--- src/fcal_pkg.sv ---
// Shared types and constants for the fixed-capacity array list core.
// Used by fcal_ram, fcal_ctrl and fixed_capacity_array_list_core; depends on nothing.
`timescale 1ns / 1ps
`default_nettype none
package fcal_pkg;

    localparam int CAPACITY_DEF = 64;
    localparam int DATA_W       = 32;
    localparam int IDX_W        = 7;   // position, count and limit width
    localparam int FIDX_W       = 6;
    localparam int LIMIT_RESET  = 64;
    localparam int IN_TDATA_W   = 48;
    localparam int OUT_TDATA_W  = 48;

    typedef enum logic [2:0] {
        MODE_APPEND = 3'd0,
        MODE_INSERT = 3'd1,
        MODE_UPDATE = 3'd2,
        MODE_REMOVE = 3'd3,
        MODE_FIND   = 3'd4,
        MODE_CLEAR  = 3'd5,
        MODE_READ   = 3'd6,
        MODE_NOP    = 3'd7
    } mode_t;

    typedef enum logic [1:0] {
        ST_OK        = 2'd0,
        ST_FULL      = 2'd1,
        ST_RANGE     = 2'd2,
        ST_NOT_FOUND = 2'd3
    } status_t;

    typedef enum logic [2:0] {
        S_IDLE,
        S_EXEC,
        S_SHIFT,
        S_DRAIN,
        S_FIN,
        S_FIND,
        S_RDW,
        S_DONE
    } state_t;

    typedef struct packed {
        mode_t                     mode;
        logic signed [DATA_W-1:0]  value;
        logic [IDX_W-1:0]          position;
    } req_t;

    typedef struct packed {
        status_t                   status;
        logic [FIDX_W-1:0]         found_index;
        logic signed [DATA_W-1:0]  read_value;
        logic [IDX_W-1:0]          entry_count;
    } res_t;

endpackage
`default_nettype wire

--- src/fcal_ram.sv ---
// Entry store: single write port, one read port with registered read data.
// Depends on fcal_pkg for the word width.
`timescale 1ns / 1ps
`default_nettype none
module fcal_ram #(
    parameter int DEPTH  = fcal_pkg::CAPACITY_DEF,
    parameter int ADDR_W = $clog2(DEPTH)
) (
    input  wire logic                        clk,
    input  wire logic                        we,
    input  wire logic [ADDR_W-1:0]           waddr,
    input  wire logic [fcal_pkg::DATA_W-1:0] wdata,
    input  wire logic [ADDR_W-1:0]           raddr,
    output logic      [fcal_pkg::DATA_W-1:0] rdata
);

    logic [fcal_pkg::DATA_W-1:0] mem [DEPTH];

    always_ff @(posedge clk)
    begin
        if (we)
        begin
            mem[waddr] <= wdata;
        end
    end

    always_ff @(posedge clk)
    begin
        rdata <= mem[raddr];
    end

endmodule
`default_nettype wire

--- src/fcal_ctrl.sv ---
// Sequencer for the list operations: one index step unit walks the entry store
// for shifts and searches. Depends on fcal_pkg; drives an external fcal_ram.
`timescale 1ns / 1ps
`default_nettype none
module fcal_ctrl #(
    parameter int CAPACITY = fcal_pkg::CAPACITY_DEF,
    parameter int ADDR_W   = $clog2(CAPACITY)
) (
    input  wire logic                        clk,
    input  wire logic                        rst_n,
    input  wire logic                        req_valid,
    output logic                             req_ready,
    input  wire fcal_pkg::req_t              req,
    input  wire logic [fcal_pkg::IDX_W-1:0]  eff_limit,
    output logic                             res_valid,
    input  wire logic                        res_ready,
    output fcal_pkg::res_t                   res,
    output logic                             ram_we,
    output logic [ADDR_W-1:0]                ram_waddr,
    output logic [fcal_pkg::DATA_W-1:0]      ram_wdata,
    output logic [ADDR_W-1:0]                ram_raddr,
    input  wire logic [fcal_pkg::DATA_W-1:0] ram_rdata
);

    localparam int IW = fcal_pkg::IDX_W;

    fcal_pkg::state_t  state_reg, state_next;
    fcal_pkg::mode_t   mode_reg, mode_next;
    logic [fcal_pkg::DATA_W-1:0] value_reg, value_next;
    logic [IW-1:0]     pos_reg, pos_next;
    logic [IW-1:0]     count_reg, count_next;
    logic [IW-1:0]     rd_idx_reg, rd_idx_next;
    logic [IW-1:0]     wr_idx_reg, wr_idx_next;
    logic              pend_reg, pend_next;
    fcal_pkg::status_t status_reg, status_next;
    logic [fcal_pkg::FIDX_W-1:0] fidx_reg, fidx_next;
    logic [fcal_pkg::DATA_W-1:0] rval_reg, rval_next;

    // shared index step unit and compare terms
    logic [IW-1:0] idx_inc, idx_dec, shift_end;
    logic          is_ins, full, pos_le_cnt, pos_lt_cnt, pos_tail;
    logic          shift_last, hit, find_more;

    always_comb
    begin
        idx_inc    = rd_idx_reg + IW'(1);
        idx_dec    = rd_idx_reg - IW'(1);
        is_ins     = (mode_reg == fcal_pkg::MODE_INSERT);
        full       = (count_reg >= eff_limit);
        pos_le_cnt = (pos_reg <= count_reg);
        pos_lt_cnt = (pos_reg < count_reg);
        pos_tail   = ((pos_reg + IW'(1)) == count_reg);
        shift_end  = is_ins ? pos_reg : (count_reg - IW'(1));
        shift_last = (rd_idx_reg == shift_end);
        hit        = pend_reg && (ram_rdata == value_reg);
        find_more  = (rd_idx_reg < count_reg);
    end

    // next state
    always_comb
    begin
        state_next = state_reg;
        unique case (state_reg)
            fcal_pkg::S_IDLE:
            begin
                if (req_valid)
                begin
                    state_next = fcal_pkg::S_EXEC;
                end
            end
            fcal_pkg::S_EXEC:
            begin
                state_next = fcal_pkg::S_DONE;
                unique case (mode_reg)
                    fcal_pkg::MODE_INSERT:
                    begin
                        if (!full && pos_lt_cnt)
                        begin
                            state_next = fcal_pkg::S_SHIFT;
                        end
                    end
                    fcal_pkg::MODE_REMOVE:
                    begin
                        if (pos_lt_cnt)
                        begin
                            state_next = pos_tail ? fcal_pkg::S_FIN : fcal_pkg::S_SHIFT;
                        end
                    end
                    fcal_pkg::MODE_FIND:
                    begin
                        if (count_reg != '0)
                        begin
                            state_next = fcal_pkg::S_FIND;
                        end
                    end
                    fcal_pkg::MODE_READ:
                    begin
                        if (pos_lt_cnt)
                        begin
                            state_next = fcal_pkg::S_RDW;
                        end
                    end
                    default:
                    begin
                        state_next = fcal_pkg::S_DONE;
                    end
                endcase
            end
            fcal_pkg::S_SHIFT:
            begin
                if (shift_last)
                begin
                    state_next = fcal_pkg::S_DRAIN;
                end
            end
            fcal_pkg::S_DRAIN: state_next = fcal_pkg::S_FIN;
            fcal_pkg::S_FIN:   state_next = fcal_pkg::S_DONE;
            fcal_pkg::S_FIND:
            begin
                if (hit || !find_more)
                begin
                    state_next = fcal_pkg::S_DONE;
                end
            end
            fcal_pkg::S_RDW:   state_next = fcal_pkg::S_DONE;
            fcal_pkg::S_DONE:
            begin
                if (res_ready)
                begin
                    state_next = fcal_pkg::S_IDLE;
                end
            end
            default: state_next = fcal_pkg::S_IDLE;
        endcase
    end

    // datapath and memory controls
    always_comb
    begin
        mode_next   = mode_reg;
        value_next  = value_reg;
        pos_next    = pos_reg;
        count_next  = count_reg;
        rd_idx_next = rd_idx_reg;
        wr_idx_next = wr_idx_reg;
        pend_next   = pend_reg;
        status_next = status_reg;
        fidx_next   = fidx_reg;
        rval_next   = rval_reg;
        ram_we      = 1'b0;
        ram_waddr   = ADDR_W'(wr_idx_reg);
        ram_wdata   = ram_rdata;
        ram_raddr   = ADDR_W'(rd_idx_reg);

        unique case (state_reg)
            fcal_pkg::S_IDLE:
            begin
                if (req_valid)
                begin
                    mode_next   = req.mode;
                    value_next  = req.value;
                    pos_next    = req.position;
                    status_next = fcal_pkg::ST_OK;
                    fidx_next   = '0;
                    rval_next   = '0;
                end
            end
            fcal_pkg::S_EXEC:
            begin
                ram_wdata = value_reg;
                pend_next = 1'b0;
                unique case (mode_reg)
                    fcal_pkg::MODE_APPEND:
                    begin
                        if (full)
                        begin
                            status_next = fcal_pkg::ST_FULL;
                        end
                        else
                        begin
                            ram_we     = 1'b1;
                            ram_waddr  = ADDR_W'(count_reg);
                            count_next = count_reg + IW'(1);
                        end
                    end
                    fcal_pkg::MODE_INSERT:
                    begin
                        priority if (full)
                        begin
                            status_next = fcal_pkg::ST_FULL;
                        end
                        else if (!pos_le_cnt)
                        begin
                            status_next = fcal_pkg::ST_RANGE;
                        end
                        else if (!pos_lt_cnt)
                        begin
                            // insert at the tail: no shift
                            ram_we     = 1'b1;
                            ram_waddr  = ADDR_W'(pos_reg);
                            count_next = count_reg + IW'(1);
                        end
                        else
                        begin
                            rd_idx_next = count_reg - IW'(1);
                        end
                    end
                    fcal_pkg::MODE_UPDATE:
                    begin
                        if (!pos_lt_cnt)
                        begin
                            status_next = fcal_pkg::ST_RANGE;
                        end
                        else
                        begin
                            ram_we    = 1'b1;
                            ram_waddr = ADDR_W'(pos_reg);
                        end
                    end
                    fcal_pkg::MODE_REMOVE:
                    begin
                        if (!pos_lt_cnt)
                        begin
                            status_next = fcal_pkg::ST_RANGE;
                        end
                        else
                        begin
                            rd_idx_next = pos_reg + IW'(1);
                        end
                    end
                    fcal_pkg::MODE_FIND:
                    begin
                        rd_idx_next = '0;
                        if (count_reg == '0)
                        begin
                            status_next = fcal_pkg::ST_NOT_FOUND;
                        end
                    end
                    fcal_pkg::MODE_CLEAR:
                    begin
                        count_next = '0;
                    end
                    fcal_pkg::MODE_READ:
                    begin
                        ram_raddr = ADDR_W'(pos_reg);
                        if (!pos_lt_cnt)
                        begin
                            status_next = fcal_pkg::ST_RANGE;
                        end
                    end
                    fcal_pkg::MODE_NOP:
                    begin
                        status_next = fcal_pkg::ST_OK;
                    end
                endcase
            end
            fcal_pkg::S_SHIFT:
            begin
                // read one slot ahead, write the previous read one slot over
                ram_we      = pend_reg;
                pend_next   = 1'b1;
                wr_idx_next = is_ins ? idx_inc : idx_dec;
                rd_idx_next = is_ins ? idx_dec : idx_inc;
            end
            fcal_pkg::S_DRAIN:
            begin
                ram_we    = pend_reg;
                pend_next = 1'b0;
            end
            fcal_pkg::S_FIN:
            begin
                if (is_ins)
                begin
                    ram_we     = 1'b1;
                    ram_waddr  = ADDR_W'(pos_reg);
                    ram_wdata  = value_reg;
                    count_next = count_reg + IW'(1);
                end
                else
                begin
                    count_next = count_reg - IW'(1);
                end
            end
            fcal_pkg::S_FIND:
            begin
                priority if (hit)
                begin
                    status_next = fcal_pkg::ST_OK;
                    fidx_next   = wr_idx_reg[fcal_pkg::FIDX_W-1:0];
                end
                else if (find_more)
                begin
                    pend_next   = 1'b1;
                    wr_idx_next = rd_idx_reg;
                    rd_idx_next = idx_inc;
                end
                else
                begin
                    status_next = fcal_pkg::ST_NOT_FOUND;
                end
            end
            fcal_pkg::S_RDW:
            begin
                rval_next = ram_rdata;
            end
            fcal_pkg::S_DONE:
            begin
                pend_next = 1'b0;
            end
            default:
            begin
                pend_next = 1'b0;
            end
        endcase
    end

    always_comb
    begin
        req_ready           = (state_reg == fcal_pkg::S_IDLE);
        res_valid           = (state_reg == fcal_pkg::S_DONE);
        res.status          = status_reg;
        res.found_index     = fidx_reg;
        res.read_value      = rval_reg;
        res.entry_count     = count_reg;
    end

    always_ff @(posedge clk or negedge rst_n)
    begin
        if (!rst_n)
        begin
            state_reg <= fcal_pkg::S_IDLE;
            count_reg <= '0;
            pend_reg  <= 1'b0;
        end
        else
        begin
            state_reg <= state_next;
            count_reg <= count_next;
            pend_reg  <= pend_next;
        end
    end

    always_ff @(posedge clk)
    begin
        mode_reg   <= mode_next;
        value_reg  <= value_next;
        pos_reg    <= pos_next;
        rd_idx_reg <= rd_idx_next;
        wr_idx_reg <= wr_idx_next;
        status_reg <= status_next;
        fidx_reg   <= fidx_next;
        rval_reg   <= rval_next;
    end

endmodule
`default_nettype wire

--- src/fixed_capacity_array_list_core.sv ---
// Top level of the fixed-capacity array list: stream ports, limit register,
// output register. Depends on fcal_pkg, fcal_ram and fcal_ctrl.
//
// Channel   Direction  Handshake          Payload
// s_axis    in         s_tvalid/s_tready  s_tdata: mode, value, position
// m_axis    out        m_tvalid/m_tready  m_tdata: status, found_index, read_value, entry_count
// cfg       in         cfg_valid/cfg_ready cfg_data: capacity_limit
//
// One request at a time. Append, update, clear, no-op, failed checks, find on an
// empty list and insert at the tail go from S_EXEC straight to S_DONE; read passes
// S_RDW and removal of the last entry passes S_FIN; insert and remove that move
// entries walk them in S_SHIFT, then S_DRAIN and S_FIN; find compares in S_FIND. The
// memory's single read and write port sets the one-entry-per-cycle walk.
// Reset clears the count and sets the limit to 64; no clearing pass. A result
// waiting in the output register holds the next result, and so the next request, in S_DONE.
`timescale 1ns / 1ps
`default_nettype none
module fixed_capacity_array_list_core #(
    parameter int CAPACITY = fcal_pkg::CAPACITY_DEF
) (
    input  wire logic                              clk,
    input  wire logic                              rst_n,
    // [2:0] mode, [34:3] value, [41:35] position, [47:42] zero
    input  wire logic [fcal_pkg::IN_TDATA_W-1:0]   s_tdata,
    input  wire logic                              s_tvalid,
    output logic                                   s_tready,
    // [1:0] status, [7:2] found_index, [39:8] read_value, [46:40] entry_count, [47] zero
    output logic [fcal_pkg::OUT_TDATA_W-1:0]       m_tdata,
    output logic                                   m_tvalid,
    input  wire logic                              m_tready,
    input  wire logic [fcal_pkg::IDX_W-1:0]        cfg_data,
    input  wire logic                              cfg_valid,
    output logic                                   cfg_ready
);

    localparam int ADDR_W = $clog2(CAPACITY);
    localparam int IW     = fcal_pkg::IDX_W;

    logic [IW-1:0]   limit_reg;
    logic [IW-1:0]   eff_limit;
    fcal_pkg::req_t  req;
    fcal_pkg::res_t  res;
    logic            res_valid, res_ready;
    logic            ram_we;
    logic [ADDR_W-1:0] ram_waddr, ram_raddr;
    logic [fcal_pkg::DATA_W-1:0] ram_wdata, ram_rdata;
    logic            out_valid_reg;
    logic [fcal_pkg::OUT_TDATA_W-1:0] out_data_reg;

    assign cfg_ready = 1'b1;

    always_ff @(posedge clk or negedge rst_n)
    begin
        if (!rst_n)
        begin
            limit_reg <= IW'(fcal_pkg::LIMIT_RESET);
        end
        else if (cfg_valid)
        begin
            limit_reg <= cfg_data;
        end
    end

    // clamp the limit register to the store depth
    assign eff_limit = (32'(limit_reg) < CAPACITY) ? limit_reg : IW'(CAPACITY);

    assign req.mode     = fcal_pkg::mode_t'(s_tdata[2:0]);
    assign req.value    = s_tdata[34:3];
    assign req.position = s_tdata[41:35];

    fcal_ctrl #(
        .CAPACITY (CAPACITY),
        .ADDR_W   (ADDR_W)
    ) u_ctrl (
        .clk       (clk),
        .rst_n     (rst_n),
        .req_valid (s_tvalid),
        .req_ready (s_tready),
        .req       (req),
        .eff_limit (eff_limit),
        .res_valid (res_valid),
        .res_ready (res_ready),
        .res       (res),
        .ram_we    (ram_we),
        .ram_waddr (ram_waddr),
        .ram_wdata (ram_wdata),
        .ram_raddr (ram_raddr),
        .ram_rdata (ram_rdata)
    );

    fcal_ram #(
        .DEPTH  (CAPACITY),
        .ADDR_W (ADDR_W)
    ) u_ram (
        .clk   (clk),
        .we    (ram_we),
        .waddr (ram_waddr),
        .wdata (ram_wdata),
        .raddr (ram_raddr),
        .rdata (ram_rdata)
    );

    // output register: load whenever it is empty or being drained
    assign res_ready = !out_valid_reg || m_tready;

    always_ff @(posedge clk or negedge rst_n)
    begin
        if (!rst_n)
        begin
            out_valid_reg <= 1'b0;
        end
        else if (res_ready)
        begin
            out_valid_reg <= res_valid;
        end
    end

    always_ff @(posedge clk)
    begin
        if (res_ready && res_valid)
        begin
            out_data_reg <= {1'b0, res.entry_count, res.read_value,
                             res.found_index, res.status};
        end
    end

    assign m_tvalid = out_valid_reg;
    assign m_tdata  = out_data_reg;

    a_count_bound: assert property (@(posedge clk) disable iff (!rst_n)
        m_tvalid |-> (32'(m_tdata[46:40]) <= CAPACITY))
        else $error("entry count above capacity");

    a_one_request: assert property (@(posedge clk) disable iff (!rst_n)
        (s_tvalid && s_tready) |=> !s_tready)
        else $error("request accepted while busy");

    a_fail_clean: assert property (@(posedge clk) disable iff (!rst_n)
        (m_tvalid && (m_tdata[1:0] != fcal_pkg::ST_OK)) |->
            ((m_tdata[7:2] == '0) && (m_tdata[39:8] == '0)))
        else $error("failed request carries index or data");

    a_limit_clamp: assert property (@(posedge clk) disable iff (!rst_n)
        32'(eff_limit) <= CAPACITY)
        else $error("effective limit above capacity");

endmodule
`default_nettype wire

--- config.mk ---
export PLATFORM = sky130hd
export DESIGN_NAME = fixed_capacity_array_list_core
export DESIGN_NICKNAME = d
export VERILOG_FILES = /design/src/fcal_pkg.sv /design/src/fcal_ram.sv /design/src/fcal_ctrl.sv /design/src/fixed_capacity_array_list_core.sv
export SDC_FILE = /design/constraint.sdc
export NUM_CORES = 2
export LEC_CHECK = 0
export ABC_AREA = 1
export BUFFER_PORTS_ARGS = -buffer_cell sky130_fd_sc_hd__buf_2
export CAP_MARGIN = 25
export CORE_ASPECT_RATIO = 1.25
export CORE_MARGIN = 8
export CORE_UTILIZATION = 43
export DETAILED_ROUTE_END_ITERATION = 16
export HOLD_SLACK_MARGIN = 0.15
export PLACE_DENSITY = 0.67
export SLEW_MARGIN = 0
export SYNTH_ARGS = -nofsm -noshare
export SYNTH_HDL_FRONTEND = slang
export SYNTH_SLANG_ARGS = --single-unit
--- constraint.sdc ---
create_clock -name clk -period 6.75 [get_ports clk]
set_input_delay 1.35 -clock clk [delete_from_list [all_inputs] [get_ports clk]]
set_output_delay 1.35 -clock clk [all_outputs]
set_load 0.01 [all_outputs]
Word-level counts from Yosys, hierarchy flattened
Memories as Yosys holds them, arrays and structs flattened. A register that Yosys moved wholly into a read port is not among the register bits.
Index checks and enable logic that the tools add are counted.
{"block": "op_classes", "n_lt_le_gt_ge": 5, "n_reduce_logical": 32, "bitwise": 0, "shift": 0, "div_mod_pow": 0, "eq_ne": 38, "muxes": 73, "mul": 0, "add_sub_neg": 5}
{"cell": "32-bit case mux with 2 select lines", "count": 2}
{"cell": "7-bit 2-to-1 mux", "count": 14}
{"cell": "6-bit 2-to-1 mux", "count": 13}
{"cell": "32-bit 2-to-1 mux", "count": 2}
{"cell": "7-bit case mux with 3 select lines", "count": 3}
{"cell": "6-bit case mux with 2 select lines", "count": 3}
{"cell": "32-bit == test", "count": 1}
{"cell": "3-bit == test, second input constant", "count": 8}
{"cell": "7-bit by 1-bit adder with 7-bit output, second input constant", "count": 3}
{"cell": "3-bit 2-to-1 mux", "count": 7}
{"cell": "3-bit case mux with 7 select lines", "count": 1}
{"cell": "2-bit 2-to-1 mux", "count": 9}
{"cell": "3-bit inequality test, second input constant", "count": 6}
{"cell": "6-bit case mux with 3 select lines", "count": 1}
{"cell": "8-bit AND reduction", "count": 2}
{"cell": "7-bit == test", "count": 2}
{"cell": "7-bit < comparator", "count": 2}
{"cell": "7-bit case mux with 2 select lines", "count": 1}
{"cell": "7-bit by 1-bit subtractor with 7-bit output, second input constant", "count": 2}
{"cell": "3-bit by 2-bit == test with 1-bit output, second input constant", "count": 4}
{"cell": "3-bit by 2-bit inequality test with 1-bit output, second input constant", "count": 4}
{"cell": "3-bit case mux with 4 select lines", "count": 1}
{"cell": "1-bit 2-to-1 mux", "count": 11}
{"cell": "2-bit by 1-bit inequality test with 1-bit output, second input constant", "count": 5}
{"cell": "25 further kinds", "count": 46}
{"block": "word_totals", "wordCells": 168, "mem_bits_rw": 2048, "n_memories": 1, "latch_bits": 0, "romBits": 0, "input_bits": 60, "output_inout_bits": 51, "reg_bits": 161}
{"memory": "u_ram.mem", "depth": 64, "width": 32, "rd": 1, "rd_clocked_by_memory_dff": 1, "wr": 1, "line": "fcal_ram.sv:17", "rtl": "logic [fcal_pkg::DATA_W-1:0] mem [DEPTH];"}

Logic depth before layout (Yosys ltp)
{"block": "logic_depth", "ltp_word": 8, "depth_mapped": 20, "ltp_nobuf": 20}

Cells and area by module
From an unflattened synthesis, not the netlist that was laid out.
{"block": "unflattened", "cells_unflattened": 7830, "area_unflattened_um2": 91791.8}
{"module": "fcal_ram", "area_per_inst_um2": 82756.9, "n_inst": 1, "cells_per_inst": 6778, "seq_area_each_um2": 62139.6}
{"module": "fcal_ctrl", "area_per_inst_um2": 7247.0, "n_inst": 1, "cells_per_inst": 960, "seq_area_each_um2": 3128.0}
{"module": "fixed_capacity_array_list_core", "area_per_inst_um2": 1788.0, "n_inst": 1, "cells_per_inst": 92, "seq_area_each_um2": 1612.8}

Least setup slack after synthesis
Ideal clock, no wire load.
{"block": "synth_timing", "path_type": "register -> register", "startpoint": "register u_ctrl.mode_reg[1]", "endpoint": "memory u_ram.mem[0][0] (netlist bit), data pin", "synth_period_minus_slack_ns": 4.837, "arrival_ns": 4.135, "path_stages_with_launch": 11, "required_time_ns": 6.048, "setup_ns": 0.702, "path_slack_ns": 1.913, "path_buffers": 3, "path_cell_list": "edfxtp_1 -> inv_1 -> nand2_1 -> nor2_1 -> buf_2 -> inv_1 -> nor2_1 -> nor2_1 -> buf_2 -> clkbuf_1 -> o21ai_0"}
{"block": "synth_between", "elab_chain_len": 3}
{"item": "from (decl)", "line": "fcal_ctrl.sv:28", "rtl": "fcal_pkg::mode_t mode_reg, mode_next;"}
{"item": "from (signal assigned)", "line": "fcal_ctrl.sv:345", "rtl": "mode_reg <= mode_next;"}
{"item": "3-bit by 1-bit == test with 1-bit output", "line": "fcal_ctrl.sv:48", "rtl": "is_ins = (mode_reg == fcal_pkg::MODE_INSERT);"}
{"item": "32-bit 2-to-1 mux", "line": "fcal_ctrl.sv:272", "rtl": "if (is_ins)"}
{"item": "32-bit case mux with 2 select lines", "line": "fcal_ctrl.sv:155", "rtl": "unique case (state_reg)"}
{"item": "named net ram_wdata (one bit)", "line": "fixed_capacity_array_list_core.sv:46", "rtl": "logic [fcal_pkg::DATA_W-1:0] ram_wdata, ram_rdata;"}
{"item": "to (decl)", "line": "fcal_ram.sv:17"}
The timed path passes the listed nets, and every way through them passes these cells.

Final worst setup path
{"block": "layout_timing", "startpoint": "register u_ctrl.count_reg[5]", "endpoint": "memory u_ram.mem[27][22] (netlist bit) (enable)"}
{"block": "layout_between", "elab_chain_len": 8, "elab_cells_between_ends": 19, "classes_between": "order compare: 3; mux: 16"}
{"item": "from (decl)", "line": "fcal_ctrl.sv:31", "rtl": "logic [IW-1:0] count_reg, count_next;"}
{"item": "from (signal assigned)", "line": "fcal_ctrl.sv:338", "rtl": "count_reg <= count_next;"}
{"item": "7-bit < comparator", "line": "fcal_ctrl.sv:51", "rtl": "pos_lt_cnt = (pos_reg < count_reg);"}
{"item": "1-bit 2-to-1 mux", "line": "fcal_ctrl.sv:196", "rtl": "else if (!pos_lt_cnt)"}
{"item": "1-bit 2-to-1 mux", "line": "fcal_ctrl.sv:192", "rtl": "else if (!pos_le_cnt)"}
{"item": "1-bit 2-to-1 mux", "line": "fcal_ctrl.sv:188", "rtl": "priority if (full)"}
{"item": "1-bit case mux with 3 select lines", "line": "fcal_ctrl.sv:172", "rtl": "unique case (mode_reg)"}
{"item": "1-bit case mux with 3 select lines", "line": "fcal_ctrl.sv:155"}
{"item": "1-bit 2-to-1 mux", "line": "fcal_ram.sv:21", "rtl": "if (we)"}
{"item": "1-bit 2-to-1 mux (implied by the code)", "line": "fcal_ram.sv:23", "rtl": "mem[waddr] <= wdata;"}
Parallel ways exist; a longest one is shown, timed or not.

==> insert_results.sql <==
INSERT INTO impl_metrics (metric_group, metric, value, unit) VALUES
('timing', 'finalMaxSlewViolations', '0', ''),
('timing', 'sum_of_negative_setup_slack', '0', 'ps'),
('clocking', 'cts_htree_levels', '4', ''),
('drt', 'post_drt_wl_per_cell', '22.6', 'um'),
('worst_hold_path', 'min_path_type', 'register to register', ''),
('worst_hold_path', 'hold_depth', '0', ''),
('logic_synthesis', 'post_synthesis_average_cell_area', '11.7', 'sq um'),
('final_layout', 'layout-drive-gt1-share', '8.60', '%'),
('placed_design', 'placed_instances', '10700', ''),
('logic_synthesis', 'synth_unique_cells', '41', ''),
('die', 'floorplan.die.width', '433', 'um'),
('timing', 'actual_transition_at_the_worst_max_transition_pin', '1040', 'ps'),
('placed_design', 'dpl_cell_area', '98200', 'sq um'),
('drt', 'route.final.wire_length', '250000', 'um'),
('logic_synthesis', 'synth.yosys.seq_area_share', '71.4', '%'),
('worst_hold_path', 'hold-path-endpoint', 'm_tdata[33]', ''),
('power', 'power.ir.vdd_worst', '0.000421', 'V'),
('logic_synthesis', 'synthesis.area', '93600', 'sq um'),
('logic_synthesis', 'synthAdderAreaFrac', '0.347', '%'),
('logic_synthesis', 'post_synth_xor_area_fraction', '0.374', '%'),
('final_layout', 'finish.net_count', '8075', ''),
('final_layout', 'final_common_cell', 'edfxtp_1', ''),
('placed_design', 'gp_congestion', '0.890', ''),
('global_route', 'grt_util_all_layers', '20.8', '%'),
('clocking', 'clock_insertion_delay_worst_skew', '880', 'ps'),
('clocking', 'cts_tree', 'built', ''),
('final_layout', 'flow.area_growth_from_synthesis', '11.9', '%'),
('clocking', 'cts.reportedPaths.clkPinSlew', '60', 'ps'),
('logic_synthesis', 'synth_compound_area_share', '6.74', '%'),
('placed_design', 'dp_hpwl', '143000', 'um'),
('status', 'run_status', 'finished clean', ''),
('drt', 'ant_nets', '0', ''),
('global_route', 'grt_pass1_vias', '58100', ''),
('logic_synthesis', 'synth_top_area_cell', 'edfxtp_1', ''),
('global_route', 'grt_max_degree', '148', ''),
('clocking', 'cts_root_buffer', 'clkbuf_16', ''),
('global_route', 'grt_pass1_wl', '368000', 'um'),
('die', 'overall_die_area', '233000', 'sq um'),
('power', 'power.total', '50.0', 'mW'),
('power', 'power.density_cell_area', '477', 'nW/um^2'),
('global_route', 'grt_overflow_total', '0', ''),
('setup_path', 'cp-start-kind', 'register', ''),
('drt', 'via_count', '60900', ''),
('logic_synthesis', 'post_synth_inst_count', '7972', ''),
('setup_path', 'worst-endpoint-arrival', '6130', 'ps'),
('die', 'floorplan.die.height', '538', 'um'),
('logic_synthesis', 'dominantRegCellSynth', 'edfxtp_1', ''),
('setup_path', 'r2r_end', 'u_ram.mem[27][22]', ''),
('setup_path', 'critical_path_peak_fanout', '21', ''),
('final_layout', 'postLayoutCellArea', '105000', 'sq um'),
('clocking', 'clock-sinks', '2241', ''),
('die', 'row_cnt', '191', ''),
('logic_synthesis', 'post_synth_and_or_nand_nor_area_fraction', '15.3', '%'),
('global_route', 'grt_antenna_before_repair', '4', ''),
('final_layout', 'top_register', 'u_ram.mem', ''),
('final_layout', 'stdcell_count', '11100', ''),
('logic_synthesis', 'synth.net_count', '8058', ''),
('setup_path', 'r2r_start', 'u_ctrl.count_reg[5]', ''),
('logic_synthesis', 'yosys_warnings', '0', ''),
('logic_synthesis', 'synth-async-reset-ratio', '0.848', '%'),
('logic_synthesis', 'synth_enable_flop_cells', '2190', ''),
('timing', 'setup_violations', '0', ''),
('timing', 'post-route-min-period', '5590', 'ps'),
('final_layout', 'flip_flop_count_of_the_largest_register_after_layout', '2048', ''),
('placed_design', 'io_port_bufs', '102', ''),
('final_layout', 'most-common-layout-cells', 'edfxtp_1, nand2_1, nand3_1', ''),
('die', 'initial_utilization', '43.3', '%'),
('drt', 'drt_first_pass_iters', '8', ''),
('drt', 'avgViaCountPerCell', '5.51', ''),
('setup_path', 'worstPathRequired', '7290', 'ps'),
('timing', 'timing_hold_violations_final', '0', '');
-- cells by family after synthesis --
kind of cell,after synthesis
simple gates,3443
xor+xnor,40
flops,2241
fa+ha+maj,26
other cells,2
compound gates,895
mux,16
buf+inv,1309
-- final cells by class --
cell class	instances	area, sq um
inverter	840	3170
antenna	2	5.00
clock buffer	253	5380
fill	18600	112000
clock inverter	124	1170
sequential	2241	66900
timing repair buffer	280	2310
multi-input combinational	4422	22300
tap	2895	3620
-- worst max-delay path, stage by stage, from the launching register on --
cell,delay [ps]
dfrtp_1,580
inv_1,230
ha_1,330
nand2_1,130
inv_1,50
a21oi_1,410
nand2_1,450
nand2_1,200
nor2_1,80
a21oi_1,320
a21oi_1,110
nand2_1,300
nand3_1,700
nor2_4,950
buf_4,350
-- worst max-delay path by stage --
stage,endpoint,slack (ps),cells after the start
2_1_floorplan,u_ram.mem[0][0],1910,10
3_3_place_gp,u_ram.mem[27][20],1370,18
3_5_place_dp,u_ram.mem[27][22],1300,14
4_1_cts,u_ram.mem[27][16],1260,14
5_1_grt,u_ram.mem[27][16],850,14
6_report,u_ram.mem[27][22],1160,14
-- where the power goes --
| group | internal (mW) | leakage (nW) | switching, mW |
|---|---|---|---|
| clock network | 6.23 | 3.19 | 5.10 |
| logic | 4.44 | 15.1 | 15.0 |
| registers | 18.8 | 20.3 | 0.405 |
-- metal layers --
layer | part of all wire, % | global-route usage (%) | vias to the layer above
met5 | 0.0052 | 0 | -
met4 | 5.7 | 10.7 | 2
met3 | 8.0 | 3.20 | 516
met2 | 48 | 34.5 | 2694
met1 | 39 | 26.6 | 29700
li1 | - | - | 27900
-- stage by stage --
stage	setup WS, ps	utilization, %	hold WS [ps]
floorplan	1910	-	400
finish	1160	48.4	411
detailed placement	1300	45.3	405
global placement	1370	45.3	403
CTS	1260	48.4	371
global route	855	48.4	411
-- synth_stat cells (3+ instances only) --
library cell / instances
edfxtp_1: 2190
nand2_1: 2190
nand3_1: 1004
inv_1: 835
o211ai_1: 718
buf_2: 273
nor2_1: 207
clkbuf_1: 136
o21ai_0: 127
buf_1: 47
dfxtp_1: 32
a21oi_1: 29
ha_1: 26
xor2_1: 24
dfrtp_1: 18
nand4_1: 17
mux2_2: 16
xnor2_1: 16
nor3_1: 10
buf_4: 9
o22ai_1: 7
o21ai_1: 5
a31oi_1: 3
clkbuf_2: 3
clkinv_1: 3
nand2_2: 3
No activity file was read; power rests on OpenSTA's default activity.
